File: config.mk
export PLATFORM = sky130hd
export DESIGN_NAME = prime_sieve_enumerator
export DESIGN_NICKNAME = d
export VERILOG_FILES = /design/src/hw/rtl/pse_pkg.sv /design/src/hw/rtl/pse_ram.sv /design/src/hw/rtl/pse_ctrl.sv /design/src/hw/rtl/prime_sieve_enumerator.sv
export VERILOG_INCLUDE_DIRS = /design/src /design/src/hw/rtl
export SDC_FILE = /design/constraint.sdc
export NUM_CORES = 2
export LEC_CHECK = 0
export BUFFER_PORTS_ARGS = -buffer_cell sky130_fd_sc_hd__clkbuf_2
export CORE_MARGIN = 5
export CORE_UTILIZATION = 35
export DETAILED_ROUTE_END_ITERATION = 12
export PLACE_DENSITY = 0.57
export SLEW_MARGIN = 20
export SYNTH_ARGS = -nofsm -noshare
export SYNTH_HDL_FRONTEND = slang
export SYNTH_SLANG_ARGS = --single-unit
File: constraint.sdc
create_clock -name i_clk -period 38.3 [get_ports i_clk]
set_input_delay 3.83 -clock i_clk [delete_from_list [all_inputs] [get_ports i_clk]]
set_output_delay 3.83 -clock i_clk [all_outputs]
set_load 0.02 [all_outputs]
File: src/hw/rtl/assert_macros.svh
// Assertion macros used by the top-level RTL file.
`ifndef ASSERT_MACROS_SVH
`define ASSERT_MACROS_SVH

// Property must hold at every clock edge outside reset.
`define ASSERT_CLK(label, clk, rst_n, prop, msg) \
    label: assert property (@(posedge clk) disable iff (!rst_n) (prop)) else $error(msg);

// Expression must never be true outside reset.
`define ASSERT_NEVER(label, clk, rst_n, expr, msg) \
    label: assert property (@(posedge clk) disable iff (!rst_n) !(expr)) else $error(msg);

`endif

File: src/hw/rtl/pse_pkg.sv
// Package: constants, types and state encoding of the prime sieve enumerator.
package pse_pkg;

    localparam int MAX_LIMIT   = 1024;
    localparam int ADDR_W      = $clog2(MAX_LIMIT);
    localparam int LIM_W       = ADDR_W + 1;
    localparam int CFG_W       = 11;
    localparam int PRIME_W     = 10;
    localparam int FIRST_PRIME = 2;
    localparam logic [CFG_W-1:0] LIMIT_RST = CFG_W'(1024);

    typedef enum logic [2:0] {
        ST_IDLE,
        ST_FILL,
        ST_SV_RD,
        ST_SV_CHK,
        ST_CLR,
        ST_SCAN,
        ST_RESP
    } t_state;

    typedef struct packed {
        logic [PRIME_W-1:0] prime;
        logic               done;
        logic               last;
    } t_result;

    typedef struct packed {
        logic              we;
        logic [ADDR_W-1:0] waddr;
        logic              wdata;
        logic [ADDR_W-1:0] raddr;
    } t_mem_req;

endpackage

File: src/hw/rtl/pse_ram.sv
// Generic simple dual-port RAM, one write and one registered read port.
module pse_ram #(
    parameter int WIDTH = 1,
    parameter int DEPTH = 1024
) (
    input  logic                     i_clk,
    input  logic                     i_we,
    input  logic [$clog2(DEPTH)-1:0] i_waddr,
    input  logic [WIDTH-1:0]         i_wdata,
    input  logic [$clog2(DEPTH)-1:0] i_raddr,
    output logic [WIDTH-1:0]         o_rdata
);

    logic [WIDTH-1:0] r_mem [DEPTH];
    logic [WIDTH-1:0] r_rdata;

    always_ff @(posedge i_clk) begin
        if (i_we) begin
            r_mem[i_waddr] <= i_wdata;
        end
        r_rdata <= r_mem[i_raddr];
    end

    assign o_rdata = r_rdata;

endmodule

File: src/hw/rtl/pse_ctrl.sv
// Sequencer: sieve rebuild (fill, mark, clear) and pipelined scan of the flag RAM.
module pse_ctrl (
    input  logic                     i_clk,
    input  logic                     i_rst_n,
    input  logic                     i_start,
    input  logic                     i_restart,
    input  logic [pse_pkg::LIM_W-1:0] i_limit,
    output logic                     o_idle,
    input  logic                     i_rdata,
    output pse_pkg::t_mem_req        o_mem,
    output logic                     o_res_valid,
    input  logic                     i_res_take,
    output pse_pkg::t_result         o_res
);

    localparam int LW = pse_pkg::LIM_W;
    localparam int AW = pse_pkg::ADDR_W;
    localparam logic [LW-1:0] FIRST = LW'(pse_pkg::FIRST_PRIME);

    pse_pkg::t_state  r_state, n_state;
    logic             r_built, n_built;
    logic [LW-1:0]    r_blim, n_blim;
    logic [LW-1:0]    r_cursor, n_cursor;
    logic [LW-1:0]    r_idx, n_idx;
    logic [LW-1:0]    r_pos, n_pos;
    logic             r_chk_vld, n_chk_vld;
    logic [LW-1:0]    r_chk_addr, n_chk_addr;
    logic             r_have_p, n_have_p;
    logic [LW-1:0]    r_p, n_p;
    pse_pkg::t_result r_res, n_res;

    logic            rebuild_req;
    logic [2*LW-1:0] sq;
    logic            sieve_end;
    logic            pos_in;
    logic [LW:0]     step;
    logic            clr_last;
    logic            hit;
    logic            scan_fin;
    logic [LW-1:0]   cur_start;

    assign rebuild_req = i_restart | ~r_built;
    assign sq          = r_idx * r_idx;
    assign sieve_end   = sq >= (2*LW)'(r_blim);
    assign pos_in      = r_pos < r_blim;
    assign step        = {1'b0, r_pos} + {1'b0, r_idx};
    assign clr_last    = step >= {1'b0, r_blim};
    assign hit         = r_chk_vld & i_rdata;
    // finish on the second marked entry, or once the scan has run off the limit
    assign scan_fin    = (hit & r_have_p) | ~pos_in;
    assign cur_start   = (r_cursor < FIRST) ? FIRST : r_cursor;

    // next state
    always_comb begin
        n_state = r_state;
        unique case (r_state)
            pse_pkg::ST_IDLE: begin
                if (i_start) n_state = rebuild_req ? pse_pkg::ST_FILL : pse_pkg::ST_SCAN;
            end
            pse_pkg::ST_FILL:   if (!pos_in) n_state = pse_pkg::ST_SV_RD;
            pse_pkg::ST_SV_RD:  n_state = sieve_end ? pse_pkg::ST_SCAN : pse_pkg::ST_SV_CHK;
            pse_pkg::ST_SV_CHK: n_state = i_rdata ? pse_pkg::ST_CLR : pse_pkg::ST_SV_RD;
            pse_pkg::ST_CLR:    if (clr_last) n_state = pse_pkg::ST_SV_RD;
            pse_pkg::ST_SCAN:   if (scan_fin) n_state = pse_pkg::ST_RESP;
            pse_pkg::ST_RESP:   if (i_res_take) n_state = pse_pkg::ST_IDLE;
            default:            n_state = pse_pkg::ST_IDLE;
        endcase
    end

    // datapath
    always_comb begin
        n_built    = r_built;
        n_blim     = r_blim;
        n_cursor   = r_cursor;
        n_idx      = r_idx;
        n_pos      = r_pos;
        n_chk_vld  = r_chk_vld;
        n_chk_addr = r_chk_addr;
        n_have_p   = r_have_p;
        n_p        = r_p;
        n_res      = r_res;
        unique case (r_state)
            pse_pkg::ST_IDLE: begin
                n_chk_vld = 1'b0;
                n_have_p  = 1'b0;
                if (i_start) begin
                    if (rebuild_req) begin
                        n_blim   = i_limit;
                        n_built  = 1'b1;
                        n_cursor = FIRST;
                        n_pos    = FIRST;
                    end else begin
                        n_pos = cur_start;
                    end
                end
            end
            pse_pkg::ST_FILL: begin
                if (pos_in) begin
                    n_pos = r_pos + LW'(1);
                end else begin
                    n_idx = FIRST;
                end
            end
            pse_pkg::ST_SV_RD: begin
                if (sieve_end) begin
                    n_pos     = FIRST;
                    n_chk_vld = 1'b0;
                    n_have_p  = 1'b0;
                end
            end
            pse_pkg::ST_SV_CHK: begin
                // clearing starts at i*i, which lies below the limit here
                if (i_rdata) begin
                    n_pos = sq[LW-1:0];
                end else begin
                    n_idx = r_idx + LW'(1);
                end
            end
            pse_pkg::ST_CLR: begin
                n_pos = step[LW-1:0];
                if (clr_last) begin
                    n_idx = r_idx + LW'(1);
                end
            end
            pse_pkg::ST_SCAN: begin
                n_chk_vld  = pos_in;
                n_chk_addr = r_pos;
                if (pos_in) begin
                    n_pos = r_pos + LW'(1);
                end
                if (hit && !r_have_p) begin
                    n_have_p = 1'b1;
                    n_p      = r_chk_addr;
                end
                if (scan_fin) begin
                    if (r_have_p || hit) begin
                        n_res.prime = pse_pkg::PRIME_W'(r_have_p ? r_p : r_chk_addr);
                        n_res.done  = 1'b0;
                        n_res.last  = ~(hit & r_have_p);
                        // resume at the look-ahead prime; nothing marked lies between
                        n_cursor    = (hit && r_have_p) ? r_chk_addr : r_blim;
                    end else begin
                        n_res.prime = '0;
                        n_res.done  = 1'b1;
                        n_res.last  = 1'b0;
                        n_cursor    = r_blim;
                    end
                end
            end
            pse_pkg::ST_RESP: begin
                n_chk_vld = 1'b0;
            end
            default: begin
                n_chk_vld = 1'b0;
            end
        endcase
    end

    // outputs
    always_comb begin
        o_mem       = '0;
        o_idle      = 1'b0;
        o_res_valid = 1'b0;
        unique case (r_state)
            pse_pkg::ST_IDLE:   o_idle = 1'b1;
            pse_pkg::ST_FILL: begin
                o_mem.we    = pos_in;
                o_mem.waddr = r_pos[AW-1:0];
                o_mem.wdata = 1'b1;
            end
            pse_pkg::ST_SV_RD:  o_mem.raddr = r_idx[AW-1:0];
            pse_pkg::ST_SV_CHK: o_mem.raddr = r_idx[AW-1:0];
            pse_pkg::ST_CLR: begin
                o_mem.we    = 1'b1;
                o_mem.waddr = r_pos[AW-1:0];
                o_mem.wdata = 1'b0;
            end
            pse_pkg::ST_SCAN:   o_mem.raddr = r_pos[AW-1:0];
            pse_pkg::ST_RESP:   o_res_valid = 1'b1;
            default:            o_idle = 1'b0;
        endcase
    end

    assign o_res = r_res;

    always_ff @(posedge i_clk) begin
        if (!i_rst_n) begin
            r_state   <= pse_pkg::ST_IDLE;
            r_built   <= 1'b0;
            r_blim    <= '0;
            r_cursor  <= FIRST;
            r_chk_vld <= 1'b0;
            r_have_p  <= 1'b0;
        end else begin
            r_state   <= n_state;
            r_built   <= n_built;
            r_blim    <= n_blim;
            r_cursor  <= n_cursor;
            r_chk_vld <= n_chk_vld;
            r_have_p  <= n_have_p;
        end
    end

    always_ff @(posedge i_clk) begin
        r_idx      <= n_idx;
        r_pos      <= n_pos;
        r_chk_addr <= n_chk_addr;
        r_p        <= n_p;
        r_res      <= n_res;
    end

endmodule

File: src/hw/rtl/prime_sieve_enumerator.sv
// Without rebuild, a request scans from the cursor to the prime after the one returned,
//   then the result goes into the output register.
// With rebuild: fill up to the limit, then a flag read and check per sieve base below
//   sqrt(limit) plus a clear per multiple of each prime base, then the scan.
// One request at a time; next request taken once result is registered.
// Reset: synchronous, active low; limit returns to 1024, no sieve held, flag RAM not cleared.
// Top level: prime sieve enumerator.
`include "assert_macros.svh"

module prime_sieve_enumerator (
    input  logic                        i_clk,
    input  logic                        i_rst_n,
    // request channel
    input  logic                        i_in_valid,
    output logic                        o_in_ready,
    input  logic                        i_restart,
    // result channel
    output logic                        o_out_valid,
    input  logic                        i_out_ready,
    output logic [pse_pkg::PRIME_W-1:0] o_prime_value,
    output logic                        o_done_res,
    output logic                        o_last_prime,
    // configuration
    input  logic                        i_cfg_we,
    input  logic [pse_pkg::CFG_W-1:0]   i_cfg_wdata
);

    localparam int LW = pse_pkg::LIM_W;

    logic [pse_pkg::CFG_W-1:0] r_limit;
    logic [LW-1:0]             lim_sat;
    logic                      start;
    logic                      idle;
    logic                      rdata;
    pse_pkg::t_mem_req         mem_req;
    logic                      res_valid;
    logic                      res_take;
    pse_pkg::t_result          res;
    logic                      r_out_vld;
    pse_pkg::t_result          r_out;

    // Limit register; only sampled by the sequencer when a rebuild starts.
    always_ff @(posedge i_clk) begin
        if (!i_rst_n) begin
            r_limit <= pse_pkg::LIMIT_RST;
        end else if (i_cfg_we) begin
            r_limit <= i_cfg_wdata;
        end
    end

    // saturate to the flag RAM depth
    assign lim_sat = (32'(r_limit) > 32'(pse_pkg::MAX_LIMIT)) ?
                     LW'(pse_pkg::MAX_LIMIT) : LW'(r_limit);

    assign o_in_ready = idle;
    assign start      = i_in_valid & idle;

    pse_ctrl u_ctrl (
        .i_clk       (i_clk),
        .i_rst_n     (i_rst_n),
        .i_start     (start),
        .i_restart   (i_restart),
        .i_limit     (lim_sat),
        .o_idle      (idle),
        .i_rdata     (rdata),
        .o_mem       (mem_req),
        .o_res_valid (res_valid),
        .i_res_take  (res_take),
        .o_res       (res)
    );

    // One flag per candidate. Phases never overlap a write and a read of the
    // same entry, so no forwarding path is needed.
    pse_ram #(
        .WIDTH (1),
        .DEPTH (pse_pkg::MAX_LIMIT)
    ) u_flags (
        .i_clk   (i_clk),
        .i_we    (mem_req.we),
        .i_waddr (mem_req.waddr),
        .i_wdata (mem_req.wdata),
        .i_raddr (mem_req.raddr),
        .o_rdata (rdata)
    );

    // Output register: the next request is taken while a result still waits.
    assign res_take = res_valid & (~r_out_vld | i_out_ready);

    always_ff @(posedge i_clk) begin
        if (!i_rst_n) begin
            r_out_vld <= 1'b0;
        end else if (res_take) begin
            r_out_vld <= 1'b1;
        end else if (i_out_ready) begin
            r_out_vld <= 1'b0;
        end
    end

    always_ff @(posedge i_clk) begin
        if (res_take) begin
            r_out <= res;
        end
    end

    assign o_out_valid   = r_out_vld;
    assign o_prime_value = r_out.prime;
    assign o_done_res    = r_out.done;
    assign o_last_prime  = r_out.last;

    // a done result carries no prime and no last flag
    `ASSERT_CLK(a_done_clean, i_clk, i_rst_n, o_out_valid && o_done_res |-> o_prime_value == '0 && !o_last_prime, "done result with prime or last flag")
    // a prime is never below two
    `ASSERT_CLK(a_prime_min, i_clk, i_rst_n, o_out_valid && !o_done_res |-> o_prime_value >= pse_pkg::PRIME_W'(pse_pkg::FIRST_PRIME), "prime below two")
    // flag RAM is only written during a rebuild, never while requests are open
    `ASSERT_NEVER(a_no_idle_write, i_clk, i_rst_n, mem_req.we && o_in_ready, "flag write while idle")
    // a result handed to the output register ends the transaction
    `ASSERT_CLK(a_take_to_idle, i_clk, i_rst_n, res_take |=> o_in_ready && o_out_valid, "result taken without return to idle")

endmodule
==> summary.txt <==
Run status: complete, no violations
CP max-delay cell: edfxtp_1
Die width: 406.4 um
I/O Pins: 31
Root Driver: clkbuf_16
Met3 usage: 3.185%
Cell count of the worst reg-to-reg path: 25
Mapped Cells: 5176
Arr. time, crit path: 7940 ps
Synth top area cells: edfxtp_1 60%, nor2_1 7.4%, nand2_1 6.1%
Crit end category: register
WS Path Type: register to register
Initial antenna violation count: 7
Hold Path End: o_prime_value[8]
Clk Latency, worst-skew pair: 740 ps
Pre-Repair DR Iteration Count: 6
Clk slew on worst S/H paths: 70 ps
Ant. Diodes: 0
Setup Skew: 38.33 ps
H-tree levels: 3
# setup viols final: 0
Post-synth ARST share: 0%
Util after Layout: 38.92%
Largest net degree at the start of global routing: 288
Tmin final: 7517 ps
Slew HR: 16.78%
Leakage: 20.07 nW
Die footprint: 165200 sq um
Hpwl dp: 96.24 mm
WL final: 176.9 mm
Synth unique cells: 80
Slack of the critical path: 30780 ps
Sw Pwr: 2.584 mW
Layout cells sized above 1: 7.826%
Reg power frac: 27.1%
Hold Crit Start: u_ctrl.o_res[10]
Post-CTS sizing: 0
Final Hold Fails: 0
Dpl ws: 30910 ps
Mapped Area: 55010 sq um
# Post-CTS Setup Buffers: 0
Switch share: 44.03%
Pwr Density: 96.51 nW/um^2
Period utilisation layout: 19.63%
Setup tns final: 0 ps
Hold Path Class: register to register
Global-route wire length before repair: 257.6 mm
DRC Markers: 0
Post-CTS Hold Fix Bufs: 0
Worst path required time: 38720 ps
Hold Slack: 420.8 ps
Row count: 145
Worst-Margin Slew: 1238 ps
#FFs+latches synth: 1132
DR iter-0 viols: 5012
Clock group share of total power: 18.8%
Worst R2R End: u_ctrl.r_pos[4]
Met1 Use GR: 28.51%
Maxcap violations: 0
Design Area, Final: 60800 sq um
Worst Path Max Fanout: 18
IO buf count: 30
Initial Util: 35.22%
Post-synth EDFFs: 1091
Yosys warnings: 0
Commonest register cell after synthesis: edfxtp_1
# fillers: 15.24k
Internal cell power: 3.284 mW
Hold path cells: 0
Clk buf depth: 3
Sequential cell area fraction in the yosys report: 61.05%
Die Ht: 406.4 um
Met2 Usage GRT: 34.30%
Slowest Stage Delay on Critical Path: 790 ps
Multi-input combinational cell area: 19580 sq um
R2r startpoint: u_ctrl.r_idx[3]
Syn Area/Cell: 10.63 sq um
Gr usage total: 20.94%
GPL Wtd Cong: 0.8409
Top cell type's share of synthesized area: 59.56%
Via Count: 40.45k
Final #Nets: 5159
Synth-to-layout area growth: 10.52%
Yosys top cell by area: edfxtp_1
Most Crowded Layer GR: met2
R2r setup slk: 30780 ps
Remaining Overflow, GRT: 0
# clock sinks: 1132
Max frequency: 0.1330 GHz
Drt wl/cell: 24.81 um
Crit path launch type: register
Register cell area after layout: 33580 sq um
Fin. max-slew vios: 0
Vias per Instance: 5.672
CTS tree: built
Peak supply drop: 0.2703 mV
CTS Buf Count: 113
RSZ-0062 raised after global routing: false
Vias in the first global route: 38.27k
Combinational group share of total power: 54.1%
Placed inst area: 57080 sq um
DRT antenna net count: 0
Placeable core region: 156200 sq um
Syn_nets: 5355
[critical path, delay by kind of cell (launching register included)]
family                   cells  cell delay (ps)
buffers and inverters        4              200
flip-flops                   1              790
AND/OR/NAND/NOR              5             1470
AO/OA/AOI/OAI                7             1740
adder cells (fa/ha/maj)      7             2650
XOR/XNOR                     2              370
[flip-flops by register name, indices dropped and copies added, names as in the netlist, 11 cells and up]
register,count
u_ctrl.r_cursor,11
u_flags.r_mem,1024
u_ctrl.r_chk_addr,11
r_limit,11
u_ctrl.r_pos,11
u_ctrl.o_res,12
u_ctrl.r_idx,11
u_ctrl.r_blim,11
[through the flow]
| stage | power (mW) | std cells |
|---|---|---|
| 3_5_place_dp | 4.763 | 6922 |
| 5_1_grt | 6.327 | 7131 |
| 6_report | 5.868 | 7131 |
| 4_1_cts | 5.875 | 7130 |
| 3_3_place_gp | 4.747 | 6921 |
| 2_1_floorplan | 4.088 | 5176 |
[Yosys cell counts, types with 28 or more instances]
master and count:
a31oi_1 105, a21oi_1 69, nor2b_1 34, o21ai_0 62
clkbuf_1 183, xnor2_1 28, and2_1 32, a311oi_1 68
nand2_1 898, mux2i_1 82, fa_1 65, nor2_1 1087
buf_1 105, ha_1 97, nand4_1 28, edfxtp_1 1091
a211oi_1 79, nand3_1 261, and3_1 132, dfxtp_1 41
buf_2 141, nor3_1 31, inv_1 111
[layout by cell type, fill, tap and decap left out, types with 18 or more instances in the layout]
cell type | netlist | layout
and2_1 | 32 | 30
a211oi_1 | 79 | 79
nor2_1 | 1087 | 1082
clkbuf_2 | 0 | 30
o21ai_0 | 62 | 61
a22o_1 | 20 | 20
buf_4 | 13 | 95
a21oi_1 | 69 | 69
a311oi_1 | 68 | 68
o21a_1 | 18 | 18
and3_1 | 132 | 132
fa_1 | 65 | 65
nand3_1 | 261 | 229
dfxtp_1 | 41 | 41
a31oi_1 | 105 | 105
ha_1 | 97 | 97
xnor2_1 | 28 | 28
nand3_2 | 2 | 22
clkinv_1 | 0 | 18
nand2_2 | 1 | 27
a21o_1 | 20 | 20
nand4_1 | 28 | 28
inv_1 | 111 | 111
clkbuf_16 | 0 | 113
a22oi_1 | 20 | 19
clkbuf_1 | 183 | 31
nor2b_1 | 34 | 34
mux2i_1 | 82 | 82
nand2_1 | 898 | 869
edfxtp_1 | 1091 | 1091
nor3_1 | 31 | 29
[cell families after synthesis]
logic type,Yosys count,share of synthesized area (%)
flip-flops,1132,61.05
AO/OA/AOI/OAI,617,8.097
buffers and inverters,555,4.224
AND/OR/NAND/NOR,2582,19.85
multiplexers,83,1.513
other,2,0.01365
XOR/XNOR,43,0.6847
adder cells (fa/ha/maj),162,4.572
[routing by layer]
metal | up-vias | wire, um
met5 | - | 12
met4 | 2 | 6267
met3 | 328 | 15500
met2 | 1862 | 83680
met1 | 20450 | 71480
li1 | 17810 | -
[power by group through the flow]
stage / combinational, mW / sequential, mW / clock [mW]
after floorplan: 2.31 / 1.77 / 0
after global placement: 3.13 / 1.61 / 0
after detailed placement: 3.15 / 1.61 / 0
after CTS: 3.17 / 1.59 / 1.12
after global routing: 3.57 / 1.59 / 1.17
final: 3.18 / 1.59 / 1.10
[cell type report]
cell class	count	area share, %
Clock buffer	146	4.888
Clock inverter	62	1.074
Inverter	111	0.6853
Multi-Input combinational cell	3489	32.20
Sequential cell	1132	55.24
Tap cell	2058	4.235
Timing Repair Buffer	133	1.679
[how the worst max path moves through the flow]
stage	start	to	slack [ps]	cells past startpoint
finish	u_ctrl.r_idx[3]	u_ctrl.r_pos[4]	30780	25
global route	u_ctrl.r_idx[5]	u_ctrl.r_pos[1]	30210	25
CTS	u_ctrl.r_idx[5]	u_ctrl.r_pos[9]	30870	25
detailed placement	u_ctrl.r_idx[5]	u_ctrl.r_pos[8]	30910	25
global placement	u_ctrl.r_idx[3]	u_ctrl.r_pos[6]	30990	25
floorplan	u_ctrl.r_state[1]	u_flags.r_mem[0]	9000	4
Power figures use the tool's default switching activity.
